<file path="config.mk">
export PLATFORM = sky130hd
export DESIGN_NAME = gaze_target_lock_qualifier_unit
export DESIGN_NICKNAME = d
export VERILOG_FILES = /design/src/gtlq_pkg.sv /design/src/gtlq_cfg.sv /design/src/gtlq_core.sv /design/src/gaze_target_lock_qualifier_unit.sv
export SDC_FILE = /design/constraint.sdc
export NUM_CORES = 2
export LEC_CHECK = 0
export BUFFER_PORTS_ARGS = -buffer_cell sky130_fd_sc_hd__buf_2
export CAP_MARGIN = 20
export CORE_AREA = 2 2 275 277
export CTS_BUF_LIST = sky130_fd_sc_hd__clkbuf_4 sky130_fd_sc_hd__clkbuf_8 sky130_fd_sc_hd__clkbuf_16
export CTS_CLUSTER_DIAMETER = 50
export DETAILED_ROUTE_END_ITERATION = 7
export DIE_AREA = 0 0 277 279
export PLACE_DENSITY_LB_ADDON = 0.05
export SYNTH_ARGS = -nofsm -noshare
export SYNTH_HDL_FRONTEND = slang
export SYNTH_SLANG_ARGS = --single-unit
</file>
<file path="constraint.sdc">
create_clock -name clock -period 23.3 [get_ports clock]
set_clock_uncertainty 0.1 [all_clocks]
set_input_delay 4.66 -clock clock [delete_from_list [all_inputs] [get_ports clock]]
set_output_delay 4.66 -clock clock [all_outputs]
set_load 0.005 [all_outputs]
</file>
<file path="src/gtlq_pkg.sv">
// Package of the gaze target lock qualifier: opcodes, register indexes,
// reset values and the structs passed between the modules. No dependencies.
package gtlq_pkg;

   localparam int SPAN_BITS  = 16;
   localparam int NEED_BITS  = 8;
   localparam int LIMIT_BITS = 8;
   localparam int ERROR_BITS = 12;
   localparam int INDEX_BITS = 2;

   localparam logic [SPAN_BITS-1:0]   DIST_SPAN_RESET    = 16'd48;
   localparam logic [NEED_BITS-1:0]   LOCK_NEED_RESET    = 8'd5;
   localparam logic [LIMIT_BITS-1:0]  MOVING_LIMIT_RESET = 8'd5;
   localparam logic [ERROR_BITS-1:0]  ERROR_LIMIT_RESET  = 12'd600;
   localparam logic [ERROR_BITS-1:0]  ERROR_MAX          = '1;

   typedef enum logic [1:0] {
      OP_REGISTER = 2'd0,
      OP_DETECT   = 2'd1,
      OP_CHECK    = 2'd2,
      OP_RESTART  = 2'd3
   } gtlq_op_type;

   typedef enum logic [INDEX_BITS-1:0] {
      CSR_DIST_SPAN    = 2'd0,
      CSR_LOCK_NEED    = 2'd1,
      CSR_MOVING_LIMIT = 2'd2,
      CSR_ERROR_LIMIT  = 2'd3
   } gtlq_csr_type;

   typedef struct packed {
      logic [SPAN_BITS-1:0]   dist_span;
      logic [2*SPAN_BITS-1:0] span_sq;
      logic [NEED_BITS-1:0]   lock_need;
      logic [LIMIT_BITS-1:0]  moving_limit;
      logic [ERROR_BITS-1:0]  error_limit;
   } gtlq_cfg_type;

   typedef struct packed {
      logic accepted;
      logic displaced;
      logic moving;
      logic suspended;
      logic locked;
      logic detect_on;
   } gtlq_flags_type;

endpackage

</file>
<file path="src/gtlq_cfg.sv">
// Configuration registers of the gaze target lock qualifier, including the
// precomputed square of the distance span. Depends on gtlq_pkg.
module gtlq_cfg (
   input  logic                               clock,
   input  logic                               reset,
   input  logic                               csr_we,
   input  logic [gtlq_pkg::INDEX_BITS-1:0]    csr_index,
   input  logic [gtlq_pkg::SPAN_BITS-1:0]     csr_wdata,
   output gtlq_pkg::gtlq_cfg_type             cfg
);
   import gtlq_pkg::*;

   logic [SPAN_BITS-1:0]   dist_span_ff, dist_span_in;
   logic [2*SPAN_BITS-1:0] span_sq_ff, span_sq_in;
   logic [NEED_BITS-1:0]   lock_need_ff, lock_need_in;
   logic [LIMIT_BITS-1:0]  moving_limit_ff, moving_limit_in;
   logic [ERROR_BITS-1:0]  error_limit_ff, error_limit_in;
   logic [2*SPAN_BITS-1:0] wdata_sq;

   // The square is taken straight from the write data so that the radius
   // compare downstream needs no multiplier of its own for the span.
   assign wdata_sq = csr_wdata * csr_wdata;

   always_comb begin
      dist_span_in    = dist_span_ff;
      span_sq_in      = span_sq_ff;
      lock_need_in    = lock_need_ff;
      moving_limit_in = moving_limit_ff;
      error_limit_in  = error_limit_ff;
      if (csr_we) begin
         case (gtlq_csr_type'(csr_index))
            CSR_DIST_SPAN: begin
               dist_span_in = csr_wdata;
               span_sq_in   = wdata_sq;
            end
            CSR_LOCK_NEED:    lock_need_in    = csr_wdata[NEED_BITS-1:0];
            CSR_MOVING_LIMIT: moving_limit_in = csr_wdata[LIMIT_BITS-1:0];
            CSR_ERROR_LIMIT:  error_limit_in  = csr_wdata[ERROR_BITS-1:0];
            default: begin
            end
         endcase
      end
   end

   always_ff @(posedge clock) begin
      if (reset) begin
         dist_span_ff    <= DIST_SPAN_RESET;
         span_sq_ff      <= (2*SPAN_BITS)'(DIST_SPAN_RESET) * (2*SPAN_BITS)'(DIST_SPAN_RESET);
         lock_need_ff    <= LOCK_NEED_RESET;
         moving_limit_ff <= MOVING_LIMIT_RESET;
         error_limit_ff  <= ERROR_LIMIT_RESET;
      end else begin
         dist_span_ff    <= dist_span_in;
         span_sq_ff      <= span_sq_in;
         lock_need_ff    <= lock_need_in;
         moving_limit_ff <= moving_limit_in;
         error_limit_ff  <= error_limit_in;
      end
   end

   assign cfg.dist_span    = dist_span_ff;
   assign cfg.span_sq      = span_sq_ff;
   assign cfg.lock_need    = lock_need_ff;
   assign cfg.moving_limit = moving_limit_ff;
   assign cfg.error_limit  = error_limit_ff;

endmodule

</file>
<file path="src/gtlq_core.sv">
// Tracking state and per-item update logic of the gaze target lock qualifier.
// Produces the offsets and status flags from the updated state. Depends on gtlq_pkg.
module gtlq_core #(
   parameter int COORD_BITS = 16,
   parameter int COUNT_BITS = 8
) (
   input  logic                        clock,
   input  logic                        reset,
   input  logic                        step,
   input  gtlq_pkg::gtlq_op_type       op,
   input  logic                        found,
   input  logic [COORD_BITS-1:0]       center_x,
   input  logic [COORD_BITS-1:0]       center_y,
   input  gtlq_pkg::gtlq_cfg_type      cfg,
   output logic signed [COORD_BITS:0]  offset_x,
   output logic signed [COORD_BITS:0]  offset_y,
   output gtlq_pkg::gtlq_flags_type    flags
);
   import gtlq_pkg::*;

   localparam int WIDE_BITS = (COORD_BITS > SPAN_BITS) ? COORD_BITS : SPAN_BITS;
   localparam int CMP_BITS  = (COUNT_BITS > NEED_BITS) ? COUNT_BITS : NEED_BITS;
   localparam logic [COUNT_BITS-1:0] STEADY_MAX = '1;

   logic [COORD_BITS-1:0] target_x_ff, target_x_in, target_y_ff, target_y_in;
   logic [COORD_BITS-1:0] detected_x_ff, detected_x_in, detected_y_ff, detected_y_in;
   logic [COUNT_BITS-1:0] steady_ff, steady_in;
   logic [ERROR_BITS-1:0] error_ff, error_in;
   logic                  locked_ff, locked_in, detect_ff, detect_in;

   logic [COORD_BITS-1:0]  reg_ax, reg_ay, det_ax, det_ay, chk_ax, chk_ay;
   logic [WIDE_BITS-1:0]   span_w;
   logic [WIDE_BITS-1:0]   reg_ax_w, reg_ay_w;
   logic [2*SPAN_BITS-1:0] sq_x, sq_y;
   logic [2*SPAN_BITS:0]   sq_sum;
   logic                   in_radius, near, apart;
   logic [COUNT_BITS-1:0]  steady_inc;
   logic [ERROR_BITS-1:0]  error_inc;
   logic                   accepted, displaced;

   always_comb begin
      reg_ax = (center_x >= target_x_ff) ? center_x - target_x_ff : target_x_ff - center_x;
      reg_ay = (center_y >= target_y_ff) ? center_y - target_y_ff : target_y_ff - center_y;
      det_ax = (center_x >= detected_x_ff) ? center_x - detected_x_ff
                                           : detected_x_ff - center_x;
      det_ay = (center_y >= detected_y_ff) ? center_y - detected_y_ff
                                           : detected_y_ff - center_y;
      chk_ax = (detected_x_ff >= target_x_ff) ? detected_x_ff - target_x_ff
                                              : target_x_ff - detected_x_ff;
      chk_ay = (detected_y_ff >= target_y_ff) ? detected_y_ff - target_y_ff
                                              : target_y_ff - detected_y_ff;
   end

   // Radius test. Squares are only meaningful when both axes are inside the
   // span, and then each distance fits in the span's width.
   assign span_w    = WIDE_BITS'(cfg.dist_span);
   assign reg_ax_w  = WIDE_BITS'(reg_ax);
   assign reg_ay_w  = WIDE_BITS'(reg_ay);
   assign sq_x      = reg_ax_w[SPAN_BITS-1:0] * reg_ax_w[SPAN_BITS-1:0];
   assign sq_y      = reg_ay_w[SPAN_BITS-1:0] * reg_ay_w[SPAN_BITS-1:0];
   assign sq_sum    = {1'b0, sq_x} + {1'b0, sq_y};
   assign in_radius = (reg_ax_w <= span_w) && (reg_ay_w <= span_w)
                      && (sq_sum <= {1'b0, cfg.span_sq});

   assign near  = found && (WIDE_BITS'(det_ax) <= span_w) && (WIDE_BITS'(det_ay) <= span_w);
   assign apart = (WIDE_BITS'(chk_ax) > span_w) || (WIDE_BITS'(chk_ay) > span_w);

   assign steady_inc = (steady_ff == STEADY_MAX) ? steady_ff : steady_ff + 1'b1;
   assign error_inc  = (error_ff == ERROR_MAX) ? error_ff : error_ff + 1'b1;

   always_comb begin
      target_x_in   = target_x_ff;
      target_y_in   = target_y_ff;
      detected_x_in = detected_x_ff;
      detected_y_in = detected_y_ff;
      steady_in     = steady_ff;
      error_in      = error_ff;
      locked_in     = locked_ff;
      detect_in     = detect_ff;
      accepted      = 1'b0;
      displaced     = 1'b0;
      case (op)
         OP_REGISTER: begin
            if (in_radius) begin
               if (CMP_BITS'(steady_inc) > CMP_BITS'(cfg.lock_need)) begin
                  locked_in = 1'b1;
                  steady_in = '0;
                  accepted  = 1'b1;
               end else begin
                  steady_in = steady_inc;
               end
            end else begin
               target_x_in = center_x;
               target_y_in = center_y;
               steady_in   = '0;
               error_in    = error_inc;
            end
         end
         OP_DETECT: begin
            steady_in = near ? steady_inc : '0;
            if (found) begin
               detected_x_in = center_x;
               detected_y_in = center_y;
            end else begin
               error_in = error_inc;
            end
            detect_in = found;
         end
         OP_CHECK: begin
            if (apart) begin
               displaced = 1'b1;
               error_in  = error_inc;
            end else begin
               error_in = '0;
            end
         end
         OP_RESTART: begin
            target_x_in   = '0;
            target_y_in   = '0;
            detected_x_in = '0;
            detected_y_in = '0;
            steady_in     = '0;
            error_in      = '0;
            locked_in     = 1'b0;
            detect_in     = 1'b0;
         end
         default: begin
         end
      endcase
   end

   always_ff @(posedge clock) begin
      if (reset) begin
         target_x_ff   <= '0;
         target_y_ff   <= '0;
         detected_x_ff <= '0;
         detected_y_ff <= '0;
         steady_ff     <= '0;
         error_ff      <= '0;
         locked_ff     <= 1'b0;
         detect_ff     <= 1'b0;
      end else if (step) begin
         target_x_ff   <= target_x_in;
         target_y_ff   <= target_y_in;
         detected_x_ff <= detected_x_in;
         detected_y_ff <= detected_y_in;
         steady_ff     <= steady_in;
         error_ff      <= error_in;
         locked_ff     <= locked_in;
         detect_ff     <= detect_in;
      end
   end

   // Result fields describe the state after this item's update.
   assign offset_x = $signed({1'b0, detected_x_in}) - $signed({1'b0, target_x_in});
   assign offset_y = $signed({1'b0, detected_y_in}) - $signed({1'b0, target_y_in});

   assign flags.accepted  = accepted;
   assign flags.displaced = displaced;
   assign flags.moving    = CMP_BITS'(steady_in) <= CMP_BITS'(cfg.moving_limit);
   assign flags.suspended = error_in > cfg.error_limit;
   assign flags.locked    = locked_in;
   assign flags.detect_on = detect_in;

endmodule

</file>
<file path="src/gaze_target_lock_qualifier_unit.sv">
// Top level of the gaze target lock qualifier: input register, result register
// and handshake control. Depends on gtlq_pkg, gtlq_cfg and gtlq_core.
//
//   Channel  Direction  Handshake             Payload
//   req      in         req_valid/req_ready   opcode, found, center_x, center_y
//   rsp      out        rsp_valid/rsp_ready   accepted, displaced, offsets, flags
//   csr      in         csr_we                csr_index, csr_wdata
//
// One item is taken per clock cycle when the result side keeps up. Its result
// is offered from the result register after the item has passed the input register
// and the state update in gtlq_core, which sets the rate: that update must finish
// for one item before the next can read the tracking state.
// A synchronous, active-high reset clears the tracking state, the stage valid
// flags and the configuration registers to their defaults.
// When the result register is held by a stalled consumer, the input register
// still takes one more item; after that req_ready drops until a result transfer.
module gaze_target_lock_qualifier_unit #(
   parameter int COORD_BITS = 16,
   parameter int COUNT_BITS = 8
) (
   input  logic                             clock,
   input  logic                             reset,
   input  logic                             req_valid,
   output logic                             req_ready,
   input  logic [1:0]                       req_opcode,
   input  logic                             req_found,
   input  logic [COORD_BITS-1:0]            req_center_x,
   input  logic [COORD_BITS-1:0]            req_center_y,
   output logic                             rsp_valid,
   input  logic                             rsp_ready,
   output logic                             rsp_accepted,
   output logic                             rsp_displaced,
   output logic signed [COORD_BITS:0]       rsp_offset_x,
   output logic signed [COORD_BITS:0]       rsp_offset_y,
   output logic                             rsp_moving,
   output logic                             rsp_suspended,
   output logic                             rsp_locked,
   output logic                             rsp_detect_on,
   input  logic                             csr_we,
   input  logic [gtlq_pkg::INDEX_BITS-1:0]  csr_index,
   input  logic [gtlq_pkg::SPAN_BITS-1:0]   csr_wdata
);
   import gtlq_pkg::*;

   gtlq_cfg_type           cfg;
   gtlq_flags_type         flags;
   logic signed [COORD_BITS:0] offset_x, offset_y;

   // Input register.
   logic                  in_valid_ff, in_valid_in;
   gtlq_op_type           op_ff;
   logic                  found_ff;
   logic [COORD_BITS-1:0] cx_ff, cy_ff;

   // Result register.
   logic                       out_valid_ff, out_valid_in;
   gtlq_flags_type             flags_ff;
   logic signed [COORD_BITS:0] offset_x_ff, offset_y_ff;

   logic req_take, out_free, step;

   // The result register can load when it is empty or is being emptied now.
   assign out_free  = !out_valid_ff || rsp_ready;
   assign step      = in_valid_ff && out_free;
   assign req_ready = !in_valid_ff || out_free;
   assign req_take  = req_valid && req_ready;

   assign in_valid_in  = req_take ? 1'b1 : (step ? 1'b0 : in_valid_ff);
   assign out_valid_in = step ? 1'b1 : (rsp_ready ? 1'b0 : out_valid_ff);

   always_ff @(posedge clock) begin
      if (reset) begin
         in_valid_ff  <= 1'b0;
         out_valid_ff <= 1'b0;
      end else begin
         in_valid_ff  <= in_valid_in;
         out_valid_ff <= out_valid_in;
      end
   end

   always_ff @(posedge clock) begin
      if (req_take) begin
         op_ff    <= gtlq_op_type'(req_opcode);
         found_ff <= req_found;
         cx_ff    <= req_center_x;
         cy_ff    <= req_center_y;
      end
      if (step) begin
         flags_ff    <= flags;
         offset_x_ff <= offset_x;
         offset_y_ff <= offset_y;
      end
   end

   gtlq_cfg u_cfg (
      .clock     (clock),
      .reset     (reset),
      .csr_we    (csr_we),
      .csr_index (csr_index),
      .csr_wdata (csr_wdata),
      .cfg       (cfg)
   );

   gtlq_core #(
      .COORD_BITS (COORD_BITS),
      .COUNT_BITS (COUNT_BITS)
   ) u_core (
      .clock    (clock),
      .reset    (reset),
      .step     (step),
      .op       (op_ff),
      .found    (found_ff),
      .center_x (cx_ff),
      .center_y (cy_ff),
      .cfg      (cfg),
      .offset_x (offset_x),
      .offset_y (offset_y),
      .flags    (flags)
   );

   assign rsp_valid     = out_valid_ff;
   assign rsp_accepted  = flags_ff.accepted;
   assign rsp_displaced = flags_ff.displaced;
   assign rsp_offset_x  = offset_x_ff;
   assign rsp_offset_y  = offset_y_ff;
   assign rsp_moving    = flags_ff.moving;
   assign rsp_suspended = flags_ff.suspended;
   assign rsp_locked    = flags_ff.locked;
   assign rsp_detect_on = flags_ff.detect_on;

endmodule

</file>
==> key figures <==
Status
  – Status: complete, no violations

Min path
  – Hold Crit Start: u_cfg.span_sq_ff[22]
  – Min-Delay Path Depth: 2
  – Worst min-delay path class: reg -> reg
  – Worst hold path endpoint: u_cfg.span_sq_ff[22]

Finish
  – Fin util: 63.4%
  – Share of layout cells above drive strength 1: roughly 5.6%
  – Fill count: 6546
  – Cell Count, Final, Fillers Out: 6166
  – Nets: 6459
  – Syn-to-layout area delta: 6.25%
  – Antenna diodes: 0
  – Reg area: 5500 um2
  – Multi-input gate area: 34200 um2

Die
  – Initial core utilization: 59.6%
  – Num ports: 100
  – Rows: 100
  – Die H: 279 um
  – Die outline area: 77300 um2
  – Die width: 277 um
  – Core area: 74100 um2

Global routing
  – Antenna violations before repair: 2
  – Largest net degree at the start of global routing: 67
  – Vias in the first global route: 35544
  – Gr ovfl total: 0
  – First-pass GRT wire length: approximately 200000 um
  – GRT Total Usage: 32.6%

Clocking
  – Reg clk slew, reported paths: 0.06 ns
  – CTS tree: yes
  – H-tree depth: 2
  – TritonCTS Buffers: 38
  – Post-CTS Resized: 0
  – Cts hold-fix bufs: 0
  – CTS Buffer Depth: 3
  – CTS Sinks: roughly 240
  – Setup Buffers After CTS: 0
  – Root buf cell: clkbuf_16
  – Worst-Skew Late Latency: between 0.5 and 0.6 ns

Drt
  – # DRC: 0
  – Wire per inst: between 15 and 20 um
  – DRT antenna net count: 0
  – Vias: 35776
  – First DRT Iteration DRCs: 2823
  – TritonRoute pass-1 iters: 6
  – Avg Vias per Cell: approximately 5.8
  – WL final: 123000 um

STA
  – Pins over their slew limit: 0
  – Setup slack after layout: 5.07 ns
  – Worst-Margin Slew: 1.00 ns
  – Final setup fails: 0
  – Final cycle utilization of the critical path: between 70% and 80%
  – RSZ-0062 raised after global routing: false
  – Fmax: 54.8 MHz
  – Setup Total Neg Slack: 0 ns
  – Final Critical Period: 18.23 ns
  – Rel. slew slack: 33.2%
  – Final Hold Fails: 0

Synth
  – Post-Syn Nets: 6457
  – Post-synth EDFFs: between 70 and 80
  – Sequential element share of the synthesized area: 12.4%
  – Netlist Area Pre-Place: around 44000 um2
  – Most common cell in the netlist: inv_1
  – Most frequent cells after synthesis: inv_1, ha_1, fa_1
  – Synth top area share: 25.7%
  – Ys async rst share: 0%
  – Avg Cell Area, Syn: approximately 8.6 um2
  – Netlist cell types: 79
  – Synth warnings: 0
  – Primary FF master, synth: dfxtp_1
  – Largest area contributor in the netlist: fa_1
  – Syn Inst Count: 5165
  – Ranking of synthesized cells by area: fa_1, ha_1, inv_1, dfxtp_1, edfxtp_1
  – Number of synthesized register bits: 237

Critical path
  – R2R Path Start: u_core.target_x_ff[1]
  – Slowest-stage cell, CP: and2_1
  – R2R depth: 67
  – Reg2reg setup slack: 5.07 ns
  – CP required: about 24 ns
  – Reg2reg end: rsp_offset_x[14]
  – Arrival time of the worst setup path: 18.45 ns
  – Max FO, Critical Path: 34
  – Worst setup SP type: flop
  – Critical path's largest stage delay: 0.75 ns
  – Crit Path Category: reg -> reg
  – Worst path most repeated cell: fa_1
  – CP endpoint kind: flop

Placement
  – I/O Buffers: ~100
  – DP Cell Count: 6096
  – Gpl congestion: around 1
  – DP HPWL: 99100 um
  – Place WS: ~5.6 ns

Flow run
  – Max_cap viols: 0
==> state kept, by name, summed over array words and instances, names as in the netlist, 15 cells and up <==
name	cells
u_cfg.dist_span_ff	15
u_core.target_x_ff	16
u_cfg.span_sq_ff	31
rsp_offset_x	17
rsp_offset_y	17
u_core.detected_x_ff	16
u_core.detected_y_ff	16
cy_ff	16
u_core.target_y_ff	16
cx_ff	16
==> cell families after synthesis <==
kind of cell             count (synthesis)  share of synthesized area, %
AO/OA/AOI/OAI                         1056                          15.5
AND/OR/NAND/NOR                       1201                          12.1
multiplexers                            71                          1.67
adder cells (fa/ha/maj)               1234                          44.6
flip-flops                             237                          12.4
XOR/XNOR                               172                          3.43
buffers and inverters                 1194                          10.2
==> worst max-delay path by stage <==
stage                          startpoint                to  slack [ns]  depth (start not counted)
finish              u_core.target_x_ff[1]  rsp_offset_x[14]        5.07                         67
global route                     cx_ff[0]  rsp_offset_x[14]        3.91                         69
CTS                              cx_ff[0]  rsp_offset_x[14]        5.43                         69
detailed placement               cx_ff[0]  rsp_offset_y[15]        5.60                         68
global placement                 cx_ff[0]  rsp_offset_x[15]        6.08                         68
floorplan                        cx_ff[0]  rsp_offset_y[16]        8.36                         68
==> routing by layer <==
layer | vias to the layer above | share of wire (%) | wire length, um | track usage [%]
met1 | 17454 | 46 | 56900 | 47.4
met3 | 205 | 7.0 | 8630 | 4.75
met2 | 1196 | 44 | 54400 | 51.1
met5 | - | 0.011 | 13 | 0
li1 | 16919 | - | - | -
met4 | 2 | 2.5 | 3110 | 8.08
==> final cells by class <==
class | instances | share of cell area [%]
Multi-Input combinational cell | 3734 | 72.9
Sequential cell | 237 | 11.7
Inverter | 1007 | 8.06
Tap cell | 969 | 2.58
Clock buffer | 44 | 2.15
Timing Repair Buffer | 149 | 1.86
Clock inverter | 26 | 0.701
==> critical path, delay by kind of cell, from the launching register on <==
| kind | cells | cell delay [ns] |
|---|---|---|
| flip-flops | 1 | 0.55 |
| AND/OR/NAND/NOR | 10 | 2.38 |
| adder cells (fa/ha/maj) | 13 | 5.59 |
| AO/OA/AOI/OAI | 33 | 6.73 |
| multiplexers | 1 | 0.18 |
| buffers and inverters | 7 | 1.50 |
| XOR/XNOR | 3 | 0.86 |
==> placed cells by master, fill, tap and decap left out, drive strengths merged, types with 46 or more instances in the layout <==
cell | Yosys | layout
o21ai | 191 | 191
buf | 26 | 149
xnor2 | 117 | 117
fa | 567 | 567
nand2 | 485 | 485
a21oi | 328 | 328
nand3 | 64 | 64
mux2i | 48 | 48
dfxtp | 162 | 162
nor2 | 346 | 346
a21o | 173 | 173
and2 | 63 | 63
edfxtp | 75 | 75
inv | 1000 | 1009
ha | 667 | 667
a22o | 46 | 46
xor2 | 55 | 55
nand4 | 54 | 54
==> per-stage QoR <==
stage          hold slack, ns  area, um2
5_1_grt                 0.371      46900
2_1_floorplan           0.332      44200
3_3_place_gp            0.339      45600
3_5_place_dp            0.346      45600
6_report                0.350      46900
4_1_cts                 0.352      46900
Power is not shown: default switching activity piles up to over one toggle a cycle in this logic, so the estimate is an artifact.
